[config.mk]
export PLATFORM = sky130hd
export DESIGN_NAME = stbs_ctrl
export DESIGN_NICKNAME = d
export VERILOG_FILES = /design/src/rtl/core/stbs_pkg.sv /design/src/rtl/core/stbs_ctrl.sv
export SDC_FILE = /design/constraint.sdc
export NUM_CORES = 1
export LEC_CHECK = 0
export BUFFER_PORTS_ARGS = -buffer_cell sky130_fd_sc_hd__buf_4
export CAP_MARGIN = 5
export CORE_AREA = 2 2 39 41
export DETAILED_ROUTE_END_ITERATION = 12
export DIE_AREA = 0 0 41 43
export GPL_TIMING_DRIVEN = 0
export MAX_ROUTING_LAYER = met4
export PLACE_DENSITY_LB_ADDON = 0.05
export SETUP_SLACK_MARGIN = 0.1
export SLEW_MARGIN = 5
export SYNTH_ARGS = -nofsm -noshare
export SYNTH_HDL_FRONTEND = slang
export SYNTH_SLANG_ARGS = --single-unit
[constraint.sdc]
create_clock -name clk -period 1.6 [get_ports clk]
set_clock_uncertainty 0.2 [all_clocks]
set_input_delay 0.16 -clock clk [delete_from_list [all_inputs] [get_ports clk]]
set_output_delay 0.16 -clock clk [all_outputs]
set_load 0.005 [all_outputs]
[src/rtl/core/stbs_pkg.sv]
package stbs_pkg;

	localparam int COUNT_W = 11;
	localparam int INDEX_W = 10;
	localparam int KEY_IN_W = 32;
	localparam int POS_W = 10;

	localparam logic MODE_LOAD = 1'b0;
	localparam logic MODE_SEARCH = 1'b1;

	// controller to datapath
	typedef struct packed {
		logic start;     // latch key, open full range
		logic load_wr;   // write key into table
		logic issue_rd;  // read table at midpoint
		logic cmp_upd;   // compare read key, narrow range
		logic res_ld;    // move result into output register
	} ctrl_cmd_t;

	// datapath to controller
	typedef struct packed {
		logic range_open;  // low still below exclusive high
		logic hit;         // read key equals searched key
	} dp_stat_t;

endpackage

[src/rtl/core/stbs_ctrl.sv]
module stbs_ctrl (
	input  logic                 clk,
	input  logic                 arst_n,
	input  logic                 in_valid,
	output logic                 in_stall,
	input  logic                 mode,
	output logic                 out_valid,
	input  logic                 out_stall,
	input  stbs_pkg::dp_stat_t   stat,
	output stbs_pkg::ctrl_cmd_t  cmd
);

	typedef enum logic [3:0] {
		ST_IDLE  = 4'b0001,
		ST_CHECK = 4'b0010,
		ST_CMP   = 4'b0100,
		ST_FIN   = 4'b1000
	} state_t;

	state_t state_q, state_d;
	logic   out_valid_q;
	logic   in_accept;

	assign in_stall  = (state_q != ST_IDLE);
	assign in_accept = in_valid && (state_q == ST_IDLE);
	assign out_valid = out_valid_q;

	always_comb begin
		cmd          = '0;
		cmd.start    = in_accept && (mode == stbs_pkg::MODE_SEARCH);
		cmd.load_wr  = in_accept && (mode == stbs_pkg::MODE_LOAD);
		cmd.issue_rd = (state_q == ST_CHECK) && stat.range_open;
		cmd.cmp_upd  = (state_q == ST_CMP);
		cmd.res_ld   = (state_q == ST_FIN) && (!out_valid_q || !out_stall);
	end

	always_comb begin
		state_d = state_q;
		unique case (state_q)
			ST_IDLE: begin
				if (cmd.start)
					state_d = ST_CHECK;
			end
			ST_CHECK: begin
				state_d = stat.range_open ? ST_CMP : ST_FIN;
			end
			ST_CMP: begin
				state_d = stat.hit ? ST_FIN : ST_CHECK;
			end
			ST_FIN: begin
				if (cmd.res_ld)
					state_d = ST_IDLE;
			end
			default: state_d = ST_IDLE;
		endcase
	end

	always_ff @(posedge clk or negedge arst_n) begin
		if (!arst_n) begin
			state_q     <= ST_IDLE;
			out_valid_q <= 1'b0;
		end else begin
			state_q <= state_d;
			if (cmd.res_ld)
				out_valid_q <= 1'b1;
			else if (!out_stall)
				out_valid_q <= 1'b0;
		end
	end

	// compare needs the table read issued in the previous cycle
	a_cmp_after_rd: assert property (@(posedge clk) disable iff (!arst_n)
		cmd.cmp_upd |-> $past(cmd.issue_rd))
		else $error("compare without table read");

	// a pending result is never overwritten
	a_no_overwrite: assert property (@(posedge clk) disable iff (!arst_n)
		cmd.res_ld |-> (!out_valid_q || !out_stall))
		else $error("result register overwritten");

	a_no_read_idle: assert property (@(posedge clk) disable iff (!arst_n)
		cmd.issue_rd |-> stat.range_open)
		else $error("table read outside search range");

endmodule

# After elaboration in Yosys (flattened, before gate mapping)
# Cells that the tools add are included.
# totals
register_bits	5
inputBits	7
output_inout_bits	7
elab_cells	27
# classes
eq_ne	8
mux	7
bitwise	1
reduce_logical	9
# op_table
operator	count
2-to-1 mux 4 bit	4
one-hot mux 4 bit (4 select lines)	1
logical AND 1 bit	5
equality test 4 x 1 -> 1 bit (second input constant)	1
equality test 4 x 2 -> 1 bit (second input constant)	1
equality test 4 x 3 -> 1 bit (second input constant)	1
equality test 4 bit (second input constant)	1
!= test 2 bit (second input constant)	2
!= test 4 x 1 -> 1 bit (second input constant)	1
zero test 1 bit	2
2-to-1 mux 1 bit	2
!= test 2 x 1 -> 1 bit (second input constant)	1
AND reduction 2 bit	1
logical OR 1 bit	1
NOT 1 bit	1

# Longest topological paths before layout
# logic_depth
word_depth	5
mapped_depth	4
depth_no_buf	3

# Worst setup path after synthesis
# OpenSTA, ideal clock, no wires.
# synth_timing
path_type	register to output
startpoint	register state_q[0]
endpoint	output cmd[3] (netlist bit)
t_arrival_ps	970
path_slack_ps	270
path_stages_with_launch	4
path_buffers	0
path_cell_list	dfstp_2 -> nor4b_4 -> nand2_1 -> nor2_1
# synth_lines
element	line	text
start, declared	stbs_ctrl.sv:20	state_t state_q, state_d;
start signal, assigned	stbs_ctrl.sv:63	state_q <= state_d;
end, declared	stbs_ctrl.sv:10	output stbs_pkg::ctrl_cmd_t cmd

==> flow_summary.toml <==
[min_path]
hold_class = "in2async"

[sta]
worst_slack_ns = -0.1380
period_share_pct = 108.6
worst_pin_slew_ns = 0.2819
finalHoldViolCount = 0
max_freq_mhz = 575.4
fin_hold_ws_ns = 0.05619
setup-violations-final = 5
min_period_ns = 1.738
fin_tns_setup_ns = -0.4066
slew_headroom_pct = 81.12
rsz0062_at_grt = "yes"
slew_viol_final = 0

[yosys]
synth_area_um2 = 327.8
netlist_instances = 34
synth_mux_area_share_pct = 0
synth_cell_types = 19
synth_seq_cells = 5
synth_area_per_cell_um2 = 9.642
synthSimpleGateAreaFrac_pct = 37.02
syn_nets = 41
synth_top_family_by_area = "simple AND/OR/NAND/NOR gates"
synth_top_area_share_pct = 30.53
seq_area_frac_synth_pct = 38.55
synthAdderAreaFrac_pct = 0
synth_xor_xnor_area_share_pct = 0
synth_largest_area_cell = "dfrtp_1"
synth_compound_gate_area_share_pct = 14.12
ys_warn_count = 0
synth_area_leaders = "dfrtp_1 (31%), dfstp_2 (8.0%), nor4b_4 (7.3%)"

[route]
dr.pass1.iters = 2
viasPerCell = 4.582
drt-initial-drc-count = 4
wire_per_inst_um = 10.95
vias = 362
drt_wl_total_um = 865
antenna_left = 0
drc = 0

[place]
portBuffers = 13
dp_slack_ns = 0.1071
place_area_um2 = 445.4
gp_congestion = 0.7363
dp_hpwl_um = 533.6

[final_layout]
layout.nets = 71
drive_above_1_share_pct = 58.73
fillCellCount = 144
syn_to_final_growth_pct = 89.31
num_antenna_cells = 0
design_area_um2 = 620.6

[critical_path]
end_kind = "output pin"
reg2reg_to = "state_q[0]"
arrival_ns = 1.38
required_ns = 1.24
cp_max_fo = 3
r2r_slack_ns = 0.12
worst-setup-path-type = "reg2out"
r2r_cells = 5
timing.rr.start = "state_q[3]"
cp-start-kind = "flip-flop"

[pwr]
cellPowerDensity_nw_per_um2 = 630.0
ir_worst_vdd_v = 0.0003689
leakagePower_nw = 0.3062

[grt]
grt_pass1_vias = 336
grt.overflow.total = 0
grt_use_total_pct = 11.97
antenna_found_initial = 0
grt_pass1_wl_mm = 1.373
grt_max_degree = 9

[die]
dieWidth_um = 41
die_area_um2 = 1763
initial_core_util_pct = 23.69
io_pins = 14
fp-row-count = 14
die_height_um = 43
core-area_um2 = 1384

[clock_tree]
cts_max_path_buffers = 2
cts_tree = "built"
numCtsBuffers = 3
cts_root_buffer = "clkbuf_4"
h-tree-depth = 1
cts_sinks = 5
clk_latency_ns = 0.24
clkTransAtPathRegs_ns = 0.04

[outcome]
outcome = "complete, but fails checks"
violations = "negative setup slack"

[job]
maxCapViolations = 0
[synthesized netlist by cell type (all sizes together)]
cell / instances
nand2: 5
nand3: 1
nor2b: 1
dfstp: 1
nor4b: 2
a31oi: 1
o31ai: 1
o21ai: 2
and4b: 1
buf: 2
o21a: 1
nand3b: 1
a21oi: 2
inv: 3
dfrtp: 4
nor4: 2
nand2b: 1
nor2: 3
[final cells by class]
class,count,area (um2),area share (%)
clock buffer,4,26.28,4.234
tap,16,20.02,3.226
multi-input combinational,24,192.7,31.05
buffer,2,22.52,3.629
sequential,5,126.4,20.36
timing repair buffer,25,221.5,35.69
inverter,3,11.26,1.815
[per-stage QoR]
step | utilization (%) | power, mW | std cells
floorplan | - | 0.1789 | 34
global placement | 32.19 | 0.2131 | 63
detailed placement | 32.19 | 0.2134 | 63
CTS | 40.78 | 0.3808 | 75
global route | 44.85 | 0.4191 | 79
finish | 44.85 | 0.3909 | 79
[worst max-delay path by stage]
stage / cells past startpoint / startpoint / slack [ns] / end
global placement: 4 / state_q[0] / 0.12 / cmd[4]
global route: 5 / state_q[3] / -0.22 / cmd[3]
CTS: 5 / state_q[2] / -0.14 / cmd[3]
finish: 5 / state_q[3] / -0.14 / cmd[4]
detailed placement: 4 / state_q[0] / 0.11 / cmd[3]
floorplan: 3 / state_q[0] / 0.27 / cmd[3]
[cells by family (layout without fill, tap and decap cells)]
family / Yosys count / count (layout)
flip-flops: 5 / 5
AO/OA/AOI/OAI: 7 / 7
buffers and inverters: 5 / 34
AND/OR/NAND/NOR: 17 / 17
[sequential cells by signal, summed over array words and instances (netlist names)]
register / count
out_valid: 1
state_q: 4
[per-layer routing]
metal  up-vias  share of wire (%)  GRT usage, %
li1        177                  -             -
met4         0               0.46         2.000
met5         -                  0             -
met3         2                7.9         7.853
met2        15                 51         15.63
met1       168                 41         15.58
[cell usage in the layout (no fill, tap or decap), types with 2 or more instances in the layout]
cell type / n
buf_6: 9
nor2_1: 3
dlygate4sd3_1: 3
inv_2: 2
clkbuf_4: 3
dfrtp_1: 4
nand2_1: 4
a21oi_1: 2
buf_4: 15
o21ai_0: 2
[timing repair]
item | CTS | global route
resized for setup | 6 | 8
cloned | 0 | 0
endpoints found under the setup margin | 6 | 8
setup buffers | 5 | 5
endpoints found under the hold margin | 7 | 0
pin swaps | 4 | 7
hold buffers | 3 | 0
[critical path: stages, from the launching register on]
cell     delay, ns
dfrtp_1       0.37
buf_6         0.12
nor4b_4       0.33
nand3_2       0.15
inv_2         0.07
buf_6         0.08
[report_power, final]
part	switching (mW)	leakage [nW]	internal [mW]	total, mW
combinational	0.0383	0.226	0.0637	0.102
sequential	0.00780	0.0656	0.134	0.142
clock	0.0523	0.0150	0.0943	0.147
total	0.0985	0.306	0.292	0.391
Note: power is estimated with default switching activity, not from simulation.
